--- config.mk ---
export PLATFORM = sky130hd
export DESIGN_NAME = process_slot_and_id_allocator_core_flat
export DESIGN_NICKNAME = d
export VERILOG_FILES = /design/src/hdl/psia_pkg.sv /design/src/hdl/psia_req_if.sv /design/src/hdl/psia_rsp_if.sv /design/src/hdl/psia_slot_table.sv /design/src/hdl/psia_scan_unit.sv /design/src/hdl/process_slot_and_id_allocator_core.sv /design/src/flat_wrapper.sv
export SDC_FILE = /design/constraint.sdc
export NUM_CORES = 2
export LEC_CHECK = 0
export BUFFER_PORTS_ARGS = -buffer_cell sky130_fd_sc_hd__buf_4
export CORE_ASPECT_RATIO = 0.5
export CORE_MARGIN = 2
export CORE_UTILIZATION = 31
export CTS_CLUSTER_SIZE = 24
export DETAILED_ROUTE_END_ITERATION = 8
export MAX_ROUTING_LAYER = met4
export PLACE_DENSITY = 0.55
export SYNTH_ARGS = -nofsm -noshare
export SYNTH_HDL_FRONTEND = slang
export SYNTH_SLANG_ARGS = --single-unit
--- constraint.sdc ---
create_clock -name clock -period 6.2 [get_ports clock]
set_input_delay 0 -clock clock [delete_from_list [all_inputs] [get_ports clock]]
set_output_delay 0 -clock clock [all_outputs]
set_load 0.005 [all_outputs]
--- src/hdl/psia_pkg.sv ---
// Shared types, codes and constants of the slot and id allocator.
`default_nettype none

package psia_pkg;

   // Field widths fixed by the transaction formats.
   localparam int KIND_W      = 2;
   localparam int SLOT_IDX_W  = 6;
   localparam int OWNER_W     = 16;
   localparam int ID_W        = 15;
   localparam int STATUS_W    = 2;
   localparam int CSR_INDEX_W = 1;
   localparam int CSR_DATA_W  = 7;

   localparam logic [ID_W-1:0] ID_MAX = 15'h7FFF;

   // Request kinds.
   localparam logic [KIND_W-1:0] KIND_ALLOCATE = 2'd0;
   localparam logic [KIND_W-1:0] KIND_OCCUPY   = 2'd1;
   localparam logic [KIND_W-1:0] KIND_RELEASE  = 2'd2;

   // Response status codes.
   localparam logic [STATUS_W-1:0] STATUS_GRANTED = 2'd0;
   localparam logic [STATUS_W-1:0] STATUS_REFUSED = 2'd1;
   localparam logic [STATUS_W-1:0] STATUS_WRITTEN = 2'd2;

   // Configuration register indexes.
   localparam logic [CSR_INDEX_W-1:0] REG_ROOT_RESERVE   = 1'd0;
   localparam logic [CSR_INDEX_W-1:0] REG_PER_USER_LIMIT = 1'd1;

   localparam logic [CSR_DATA_W-1:0] ROOT_RESERVE_RESET   = 7'd4;
   localparam logic [CSR_DATA_W-1:0] PER_USER_LIMIT_RESET = 7'd32;

   typedef struct packed {
      logic [OWNER_W-1:0] owner;
      logic [ID_W-1:0]    task_id;
      logic [ID_W-1:0]    group_id;
      logic [ID_W-1:0]    session_id;
   } entry_type;

   typedef struct packed {
      logic clear;
      logic valid;
      logic used;
   } scan_ctrl_type;

   typedef enum logic [2:0] {
      ST_IDLE,
      ST_ADVANCE,
      ST_SCAN,
      ST_DRAIN,
      ST_DECIDE,
      ST_RESULT
   } state_type;

   // Next candidate id: wrap to 1 after the top, so 0 never appears.
   function automatic logic [ID_W-1:0] advance_id(input logic [ID_W-1:0] v);
      logic [ID_W-1:0] r;
      if (v == ID_MAX) begin
         r = ID_W'(1);
      end else begin
         r = v + ID_W'(1);
      end
      return r;
   endfunction

endpackage

`default_nettype wire

--- src/hdl/psia_req_if.sv ---
// Request channel: table writes and allocate transactions.
`default_nettype none

interface psia_req_if;
   import psia_pkg::*;

   logic                  valid;
   logic                  ready;
   logic [KIND_W-1:0]     kind;
   logic [SLOT_IDX_W-1:0] slot_index;
   logic [OWNER_W-1:0]    owner_id;
   logic [ID_W-1:0]       task_id;
   logic [ID_W-1:0]       group_id;
   logic [ID_W-1:0]       session_id;

   modport source (
      output valid, kind, slot_index, owner_id, task_id, group_id, session_id,
      input  ready
   );
   modport sink (
      input  valid, kind, slot_index, owner_id, task_id, group_id, session_id,
      output ready
   );
endinterface

`default_nettype wire

--- src/hdl/psia_rsp_if.sv ---
// Response channel: status, granted slot and granted id.
`default_nettype none

interface psia_rsp_if;
   import psia_pkg::*;

   logic                  valid;
   logic                  ready;
   logic [STATUS_W-1:0]   status;
   logic [SLOT_IDX_W-1:0] granted_slot;
   logic [ID_W-1:0]       granted_id;

   modport source (output valid, status, granted_slot, granted_id, input ready);
   modport sink   (input valid, status, granted_slot, granted_id, output ready);
endinterface

`default_nettype wire

--- src/hdl/psia_slot_table.sv ---
// Slot table: used flags in flip-flops, slot fields in a memory with separate write and read ports.
`default_nettype none

module psia_slot_table #(
   parameter int SLOT_COUNT = 64,
   parameter int IDXW       = $clog2(SLOT_COUNT)
) (
   input  logic                clock,
   input  logic                reset,
   input  logic                wr_en,
   input  logic                wr_used,
   input  logic [IDXW-1:0]     wr_addr,
   input  psia_pkg::entry_type wr_entry,
   input  logic [IDXW-1:0]     rd_addr,
   output logic                rd_used,
   output psia_pkg::entry_type rd_entry
);
   import psia_pkg::*;

   logic [SLOT_COUNT-1:0] used_ff;
   entry_type             mem [SLOT_COUNT];
   logic                  rd_used_ff;
   entry_type             rd_entry_ff;

   always_ff @(posedge clock) begin
      if (reset) begin
         used_ff <= '0;
      end else if (wr_en) begin
         used_ff[wr_addr] <= wr_used;
      end
   end

   // Release only drops the used flag; the fields stay as they were.
   always_ff @(posedge clock) begin
      if (wr_en && wr_used) begin
         mem[wr_addr] <= wr_entry;
      end
   end

   always_ff @(posedge clock) begin
      rd_entry_ff <= mem[rd_addr];
      rd_used_ff  <= used_ff[rd_addr];
   end

   assign rd_used  = rd_used_ff;
   assign rd_entry = rd_entry_ff;

endmodule

`default_nettype wire

--- src/hdl/psia_scan_unit.sv ---
// Scan unit: one slot per cycle through the compare and count datapath.
`default_nettype none

module psia_scan_unit #(
   parameter int SLOT_COUNT = 64,
   parameter int IDXW       = $clog2(SLOT_COUNT)
) (
   input  logic                         clock,
   input  logic                         reset,
   input  psia_pkg::scan_ctrl_type      ctrl,
   input  psia_pkg::entry_type          entry,
   input  logic [IDXW-1:0]              slot,
   input  logic [psia_pkg::ID_W-1:0]    cand,
   input  logic [psia_pkg::OWNER_W-1:0] owner,
   output logic                         collide,
   output logic [IDXW-1:0]              free_cnt,
   output logic [IDXW-1:0]              mine_cnt,
   output logic [IDXW-1:0]              lowest
);
   import psia_pkg::*;

   logic            collide_ff;
   logic            found_ff;
   logic [IDXW-1:0] free_cnt_ff;
   logic [IDXW-1:0] mine_cnt_ff;
   logic [IDXW-1:0] lowest_ff;
   logic            hit;

   assign hit = (entry.task_id == cand) || (entry.group_id == cand) ||
                (entry.session_id == cand);

   always_ff @(posedge clock) begin
      if (reset || ctrl.clear) begin
         collide_ff  <= 1'b0;
         found_ff    <= 1'b0;
         free_cnt_ff <= '0;
         mine_cnt_ff <= '0;
         lowest_ff   <= '0;
      end else if (ctrl.valid) begin
         if (ctrl.used) begin
            if (hit) begin
               collide_ff <= 1'b1;
            end
            if (entry.owner == owner) begin
               mine_cnt_ff <= mine_cnt_ff + IDXW'(1);
            end
         end else begin
            free_cnt_ff <= free_cnt_ff + IDXW'(1);
            // Slots arrive in ascending order: keep the first free one.
            if (!found_ff) begin
               found_ff  <= 1'b1;
               lowest_ff <= slot;
            end
         end
      end
   end

   assign collide  = collide_ff;
   assign free_cnt = free_cnt_ff;
   assign mine_cnt = mine_cnt_ff;
   assign lowest   = lowest_ff;

endmodule

`default_nettype wire

--- src/hdl/process_slot_and_id_allocator_core.sv ---
// Top level: sequencer, id counter, limit registers and response register.
//
//   channel | direction | handshake            | payload
//   req_ch  | in        | valid/ready          | kind, slot_index, owner_id, ids
//   rsp_ch  | out       | valid/ready          | status, granted_slot, granted_id
//   csr_*   | in        | csr_wr_en, no stall  | csr_index, csr_wr_data
//
// Table write or unknown kind: from idle straight to the result state.
// Allocate: each candidate id tried is one pass through ADVANCE, SCAN, DRAIN
// and DECIDE; each pass walks slots 1 to SLOT_COUNT-1 through the one table
// read port. req_ch.ready is high only when the sequencer is idle.
// A waiting response sits in the output register while the next transaction
// is accepted. Reset clears all used flags at once; no clearing pass.
`default_nettype none

module process_slot_and_id_allocator_core #(
   parameter int SLOT_COUNT = 64
) (
   input  logic                             clock,
   input  logic                             reset,
   psia_req_if.sink                         req_ch,
   psia_rsp_if.source                       rsp_ch,
   input  logic                             csr_wr_en,
   input  logic [psia_pkg::CSR_INDEX_W-1:0] csr_index,
   input  logic [psia_pkg::CSR_DATA_W-1:0]  csr_wr_data
);
   import psia_pkg::*;

   localparam int IDXW = $clog2(SLOT_COUNT);
   localparam int CMPW = (IDXW > CSR_DATA_W) ? IDXW : CSR_DATA_W;
   localparam logic [IDXW-1:0] LAST_SLOT = IDXW'(SLOT_COUNT - 1);

   state_type             state_ff, state_in;
   logic [IDXW-1:0]       issue_idx_ff, issue_idx_in;
   logic                  pipe_valid_ff;
   logic [IDXW-1:0]       pipe_idx_ff;
   logic [OWNER_W-1:0]    owner_ff, owner_in;
   logic [ID_W-1:0]       next_id_ff, next_id_in;
   logic [CSR_DATA_W-1:0] root_reserve_ff;
   logic [CSR_DATA_W-1:0] per_user_limit_ff;
   logic [STATUS_W-1:0]   res_status_ff, res_status_in;
   logic [SLOT_IDX_W-1:0] res_slot_ff, res_slot_in;
   logic [ID_W-1:0]       res_id_ff, res_id_in;
   logic                  rsp_valid_ff, rsp_valid_in;
   logic [STATUS_W-1:0]   rsp_status_ff, rsp_status_in;
   logic [SLOT_IDX_W-1:0] rsp_slot_ff, rsp_slot_in;
   logic [ID_W-1:0]       rsp_id_ff, rsp_id_in;

   logic                  wr_en;
   logic                  in_range;
   logic [31:0]           slot_idx_ext;
   logic [IDXW-1:0]       wr_addr;
   entry_type             wr_entry;
   logic                  rd_used;
   entry_type             rd_entry;
   logic                  scan_clear;
   scan_ctrl_type         scan_ctrl;
   logic                  collide;
   logic [IDXW-1:0]       free_cnt;
   logic [IDXW-1:0]       mine_cnt;
   logic [IDXW-1:0]       lowest;
   logic                  refuse;

   assign slot_idx_ext = {{(32 - SLOT_IDX_W){1'b0}}, req_ch.slot_index};
   assign in_range     = slot_idx_ext < 32'(SLOT_COUNT);
   assign wr_addr      = IDXW'(slot_idx_ext);
   assign wr_entry     = '{owner:      req_ch.owner_id,
                           task_id:    req_ch.task_id,
                           group_id:   req_ch.group_id,
                           session_id: req_ch.session_id};

   psia_slot_table #(.SLOT_COUNT(SLOT_COUNT), .IDXW(IDXW)) u_table (
      .clock    (clock),
      .reset    (reset),
      .wr_en    (wr_en),
      .wr_used  (req_ch.kind == KIND_OCCUPY),
      .wr_addr  (wr_addr),
      .wr_entry (wr_entry),
      .rd_addr  (issue_idx_ff),
      .rd_used  (rd_used),
      .rd_entry (rd_entry)
   );

   assign scan_ctrl = '{clear: scan_clear, valid: pipe_valid_ff, used: rd_used};

   psia_scan_unit #(.SLOT_COUNT(SLOT_COUNT), .IDXW(IDXW)) u_scan (
      .clock    (clock),
      .reset    (reset),
      .ctrl     (scan_ctrl),
      .entry    (rd_entry),
      .slot     (pipe_idx_ff),
      .cand     (next_id_ff),
      .owner    (owner_ff),
      .collide  (collide),
      .free_cnt (free_cnt),
      .mine_cnt (mine_cnt),
      .lowest   (lowest)
   );

   // Limits apply to non-root owners only.
   assign refuse = (free_cnt == '0) ||
                   ((owner_ff != '0) &&
                    ((CMPW'(free_cnt) <= CMPW'(root_reserve_ff)) ||
                     (CMPW'(mine_cnt) > CMPW'(per_user_limit_ff))));

   always_ff @(posedge clock) begin
      if (reset) begin
         state_ff      <= ST_IDLE;
         pipe_valid_ff <= 1'b0;
         next_id_ff    <= '0;
         rsp_valid_ff  <= 1'b0;
      end else begin
         state_ff      <= state_in;
         pipe_valid_ff <= (state_ff == ST_SCAN);
         next_id_ff    <= next_id_in;
         rsp_valid_ff  <= rsp_valid_in;
      end
   end

   always_ff @(posedge clock) begin
      if (reset) begin
         root_reserve_ff   <= ROOT_RESERVE_RESET;
         per_user_limit_ff <= PER_USER_LIMIT_RESET;
      end else if (csr_wr_en) begin
         unique case (csr_index)
            REG_ROOT_RESERVE:   root_reserve_ff   <= csr_wr_data;
            REG_PER_USER_LIMIT: per_user_limit_ff <= csr_wr_data;
            default: ;
         endcase
      end
   end

   always_ff @(posedge clock) begin
      issue_idx_ff  <= issue_idx_in;
      pipe_idx_ff   <= issue_idx_ff;
      owner_ff      <= owner_in;
      res_status_ff <= res_status_in;
      res_slot_ff   <= res_slot_in;
      res_id_ff     <= res_id_in;
      rsp_status_ff <= rsp_status_in;
      rsp_slot_ff   <= rsp_slot_in;
      rsp_id_ff     <= rsp_id_in;
   end

   always_comb begin
      state_in      = state_ff;
      issue_idx_in  = issue_idx_ff;
      owner_in      = owner_ff;
      next_id_in    = next_id_ff;
      res_status_in = res_status_ff;
      res_slot_in   = res_slot_ff;
      res_id_in     = res_id_ff;
      rsp_status_in = rsp_status_ff;
      rsp_slot_in   = rsp_slot_ff;
      rsp_id_in     = rsp_id_ff;
      rsp_valid_in  = rsp_valid_ff && !rsp_ch.ready;
      req_ch.ready  = 1'b0;
      wr_en         = 1'b0;
      scan_clear    = 1'b0;

      unique case (state_ff)
         ST_IDLE: begin
            req_ch.ready = 1'b1;
            if (req_ch.valid) begin
               owner_in    = req_ch.owner_id;
               res_slot_in = '0;
               res_id_in   = '0;
               if (req_ch.kind == KIND_ALLOCATE) begin
                  state_in = ST_ADVANCE;
               end else if (req_ch.kind == KIND_OCCUPY || req_ch.kind == KIND_RELEASE) begin
                  wr_en         = in_range;
                  res_status_in = STATUS_WRITTEN;
                  state_in      = ST_RESULT;
               end else begin
                  res_status_in = STATUS_REFUSED;
                  state_in      = ST_RESULT;
               end
            end
         end
         ST_ADVANCE: begin
            next_id_in   = advance_id(next_id_ff);
            scan_clear   = 1'b1;
            issue_idx_in = IDXW'(1);
            state_in     = ST_SCAN;
         end
         ST_SCAN: begin
            if (issue_idx_ff == LAST_SLOT) begin
               state_in = ST_DRAIN;
            end else begin
               issue_idx_in = issue_idx_ff + IDXW'(1);
            end
         end
         ST_DRAIN: begin
            // Let the last read pass through the scan unit.
            state_in = ST_DECIDE;
         end
         ST_DECIDE: begin
            if (collide) begin
               state_in = ST_ADVANCE;
            end else begin
               res_status_in = refuse ? STATUS_REFUSED : STATUS_GRANTED;
               res_slot_in   = refuse ? '0 : SLOT_IDX_W'(lowest);
               res_id_in     = next_id_ff;
               state_in      = ST_RESULT;
            end
         end
         ST_RESULT: begin
            // Hold until the output register is free.
            if (!rsp_valid_ff || rsp_ch.ready) begin
               rsp_valid_in  = 1'b1;
               rsp_status_in = res_status_ff;
               rsp_slot_in   = res_slot_ff;
               rsp_id_in     = res_id_ff;
               state_in      = ST_IDLE;
            end
         end
         default: begin
            state_in = ST_IDLE;
         end
      endcase
   end

   assign rsp_ch.valid        = rsp_valid_ff;
   assign rsp_ch.status       = rsp_status_ff;
   assign rsp_ch.granted_slot = rsp_slot_ff;
   assign rsp_ch.granted_id   = rsp_id_ff;

endmodule

`default_nettype wire

--- src/flat_wrapper.sv ---
// flat-port wrapper written by rule: the top's interface ports become plain ports
module process_slot_and_id_allocator_core_flat import psia_pkg::*;
#(
   parameter int SLOT_COUNT = 64
)
  (clock, reset, csr_wr_en, csr_index, csr_wr_data, req_ch_valid, req_ch_kind, req_ch_slot_index, req_ch_owner_id, req_ch_task_id, req_ch_group_id, req_ch_session_id, req_ch_ready, rsp_ch_valid, rsp_ch_status, rsp_ch_granted_slot, rsp_ch_granted_id, rsp_ch_ready);
  psia_req_if req_ch_i ();
  psia_rsp_if rsp_ch_i ();
  input  logic clock;
  input  logic reset;
  input  logic csr_wr_en;
  input  logic [psia_pkg::CSR_INDEX_W-1:0] csr_index;
  input  logic [psia_pkg::CSR_DATA_W-1:0] csr_wr_data;
  input wire logic [$bits(req_ch_i.valid)-1:0] req_ch_valid;
  input wire logic [$bits(req_ch_i.kind)-1:0] req_ch_kind;
  input wire logic [$bits(req_ch_i.slot_index)-1:0] req_ch_slot_index;
  input wire logic [$bits(req_ch_i.owner_id)-1:0] req_ch_owner_id;
  input wire logic [$bits(req_ch_i.task_id)-1:0] req_ch_task_id;
  input wire logic [$bits(req_ch_i.group_id)-1:0] req_ch_group_id;
  input wire logic [$bits(req_ch_i.session_id)-1:0] req_ch_session_id;
  output wire logic [$bits(req_ch_i.ready)-1:0] req_ch_ready;
  output wire logic [$bits(rsp_ch_i.valid)-1:0] rsp_ch_valid;
  output wire logic [$bits(rsp_ch_i.status)-1:0] rsp_ch_status;
  output wire logic [$bits(rsp_ch_i.granted_slot)-1:0] rsp_ch_granted_slot;
  output wire logic [$bits(rsp_ch_i.granted_id)-1:0] rsp_ch_granted_id;
  input wire logic [$bits(rsp_ch_i.ready)-1:0] rsp_ch_ready;
  assign req_ch_i.valid = req_ch_valid;
  assign req_ch_i.kind = req_ch_kind;
  assign req_ch_i.slot_index = req_ch_slot_index;
  assign req_ch_i.owner_id = req_ch_owner_id;
  assign req_ch_i.task_id = req_ch_task_id;
  assign req_ch_i.group_id = req_ch_group_id;
  assign req_ch_i.session_id = req_ch_session_id;
  assign req_ch_ready = req_ch_i.ready;
  assign rsp_ch_valid = rsp_ch_i.valid;
  assign rsp_ch_status = rsp_ch_i.status;
  assign rsp_ch_granted_slot = rsp_ch_i.granted_slot;
  assign rsp_ch_granted_id = rsp_ch_i.granted_id;
  assign rsp_ch_i.ready = rsp_ch_ready;
  process_slot_and_id_allocator_core #(.SLOT_COUNT(SLOT_COUNT)) u_core (.clock(clock), .reset(reset), .req_ch(req_ch_i), .rsp_ch(rsp_ch_i), .csr_wr_en(csr_wr_en), .csr_index(csr_index), .csr_wr_data(csr_wr_data));
endmodule
==> flow_summary.ini <==
[grt]
grt-ovfl-total = 0
grt_pass1_vias = 78480
grt_pass1_wl_mm = 638.0
grt_max_degree = 111
grt_usage = 0.1788
antenna_found_initial = 22

[yosys]
ys.flop_type = edfxtp_1
syn_area_per_cell_um2 = 21.54
netlist_area_um2 = 158500
synth_cell_types = 56
synthTopCellsByArea = edfxtp_1, mux4_2, dfxtp_1
yosys_warnings = 0
async_flop_share = 0
syn_inst = 7358
syn-num-nets = 7459
synth-seq-cells = 4158
post-synth-top-area-cell = edfxtp_1
synth_edf_count = 3972
synth_top_cell_area_share = 0.7525
ys_seq_area_frac = 0.7760

[power]
ir_drop_v = 0.0004511
share_seq_of_total_power = 0.442
power.net_switching_mw = 20.64
power_frac_comb = 0.215
powerDensity_nw_per_um2 = 396.6
power.internal_mw = 51.67
power.total_mw = 72.30
swShare = 0.2854
power_frac_clock = 0.343
cellLeakagePower_nw = 56.90

[setup_path]
critPathTopFamily = simple AND/OR/NAND/NOR gates
path_cells = nor3_4 > and2_1 > nand3_1 > nor3_1 > nand2_1 > inv_6 > buf_4
cp.required_ns = 6.79
critPathBufInv = 2
cp_slowest_stage_delay_ns = 0.85
endpoint_kind = flop
crit_slowest_cell = nor3_1
crit_path_start_kind = flop
cp.arrival_ns = 5.20
crit_path_max_fanout = 44
crit_type = flop to flop

[sta]
fin_skew_ns = 0.06633
rsz0062_at_grt = false
period_share = 0.7421
fin_crit_ns = 4.601
finalHoldViolations = 0
setup_violations = 0
setup-tns-final_ns = 0
slew_headroom = 0.1695
fmaxAchievable_mhz = 217.3
setup_slack_ns = 1.599
worst_pin_slew_ns = 1.243
maxSlewViolCount = 0

[final_layout]
multi_input_area_um2 = 33260
register_area_um2 = 123000
nets = 7838
final_cell_mix = edfxtp_1, mux4_2, clkbuf_16
layout_commonest_cell = edfxtp_1
drive_gt1_frac = 0.2403
n_fill_cell = 46600
area_growth_pct = 15.00
final_util = 0.3585

[clock_tree]
post-cts-setup-buffers = 0
numCtsBuffers = 404
cts_sinks = 4158
clockRootBuffer = clkbuf_16
clock_latency_ns = 0.94
max-clock-path-buffers = 4
htree_levels = 5
cts_tree = built
clkTransAtPathRegs_ns = 0.06

[die]
core_um2 = 508500
io_pins = 107
rows = 185
initial_utilization = 0.3117
dieHeight_um = 509.6
dieArea_um2 = 517400
die_x_mm = 1.015

[worst_hold_path]
min_path_type = input pin to flop

[routing]
firstDrtPassIters = 6
drt_iter0_markers = 9122
route.antenna.remaining_nets = 0
drc = 0
num_vias = 78850
routed_wl_mm = 462.5
routedWlPerCell_um = 31.03
avgViaCountPerCell = 5.290

[status]
status = complete, no violations

[placed_design]
io_buffers = 106
dp_hpwl_mm = 242.6
pre_cts_slack_ns = 1.695
place_congestion = 0.8141

[flow_run]
max-cap-violations = 0
cells by family (layout without fill, tap and decap cells):
group,Yosys count,in the layout,synth area share
buffers and inverters,506,1224,0.01473
XOR/XNOR,85,85,0.004697
AO/OA/AOI/OAI,682,682,0.02783
flip-flops,4158,4158,0.7760
adder cells (fa/ha/maj),19,19,0.001500
AND/OR/NAND/NOR,564,564,0.01571
multiplexers,1344,1344,0.1596
other,0,5,0
path summary, 6_finish.rpt:
path                                                             from                             endpoint  slack [ns]  depth (start not counted)
worst max-delay path                  u_core.state_ff[2]$_SDFFE_PP0P_  u_core.u_table.mem[57][8]$_DFFE_PP_        1.60                          7
worst min-delay path                                     rsp_ch_ready       u_core.rsp_ch.valid$_SDFF_PP0_         0.1                          4
worst max register to register        u_core.state_ff[2]$_SDFFE_PP0P_  u_core.u_table.mem[57][8]$_DFFE_PP_        1.60                          7
worst min register to register  u_core.res_status_ff[1]$_SDFFCE_PP0P_    u_core.rsp_ch.status[1]$_DFFE_PP_        0.42                          0
timing repair:
action | in CTS | in global routing
resized for setup | 0 | 0
endpoints found under the setup margin | 0 | 0
hold buffers | 116 | 0
endpoints found under the hold margin | 4170 | 0
tightest hold or removal path: stages:
cell           delay [ns]
dlygate4sd3_1        0.53
buf_4                0.23
nand2b_1             0.16
a21oi_1              0.07
power groups by stage:
stage | Sequential, mW | Combinational [mW] | Clock, mW
6_report | 32.0 | 15.5 | 24.8
5_1_grt | 31.9 | 16.3 | 26.2
4_1_cts | 31.9 | 15.6 | 25.1
3_5_place_dp | 32.5 | 15.5 | 0
3_3_place_gp | 32.5 | 15.5 | 0
2_1_floorplan | 32.0 | 10.0 | 0
metrics by stage:
stage          hold WS (ns)  std cells  instance area, µm²
6_report            0.09667      14910              182300
3_3_place_gp         0.2222      14040              167900
3_5_place_dp         0.2401      14040              167900
5_1_grt             0.04612      14910              182300
2_1_floorplan       0.09887       7358              158500
4_1_cts             0.01359      14900              182300
synth_stat cells (4+ instances only):
cell type  number
a2111oi_0      53
a211oi_1       11
a21oi_1       170
a221oi_1       17
a31oi_1        67
and2_1         21
and3_1         13
buf_1          30
buf_2         138
buf_4          44
buf_6          13
clkbuf_1      194
dfxtp_1       186
edfxtp_1     3972
ha_1           19
inv_1          87
mux2_2         53
mux2i_1       350
mux4_2        941
nand2_1       266
nand2b_1        4
nand3_1        28
nand3b_1        5
nand4_1        18
nor2_1        147
nor2b_1        15
nor3_1          8
nor4_1         15
o21ai_0       128
o21ai_1        21
o221ai_1       41
o22a_1         36
o22ai_1        60
o311ai_0       15
o311ai_1       19
o31ai_1        27
or2_2           5
or3_1           7
xnor2_1        23
xor2_1         62
sequential cells by signal (all words and copies together) (netlist names), 7 cells and up:
name	flops
u_core.u_table.mem	3904
u_core.per_user_limit_ff	7
u_core.res_id_ff	15
u_core.next_id_ff	15
u_core.rsp_ch.granted_id	15
u_core.root_reserve_ff	7
u_core.owner_ff	16
u_core.u_table.used_ff	64
u_core.u_table.rd_entry	61
per-layer routing:
| metal | global-route usage | share of wire | vias up |
|---|---|---|---|
| met2 | 0.2864 | 0.48 | 3330 |
| li1 | - | - | 31530 |
| met1 | 0.2387 | 0.42 | 43250 |
| met4 | 0.05813 | 0.036 | 0 |
| met3 | 0.02314 | 0.065 | 737 |
| met5 | - | 0 | - |
layout make-up:
| type | count | share of cell area |
|---|---|---|
| Antenna cell | 5 | 0.00006864 |
| Clock buffer | 542 | 0.06081 |
| Clock inverter | 203 | 0.01145 |
| Inverter | 87 | 0.003398 |
| Multi-Input combinational cell | 2694 | 0.1825 |
| Sequential cell | 4158 | 0.6747 |
| Tap cell | 6825 | 0.04685 |
| Timing Repair Buffer | 392 | 0.02021 |
No activity file was read; power rests on OpenSTA's default activity.
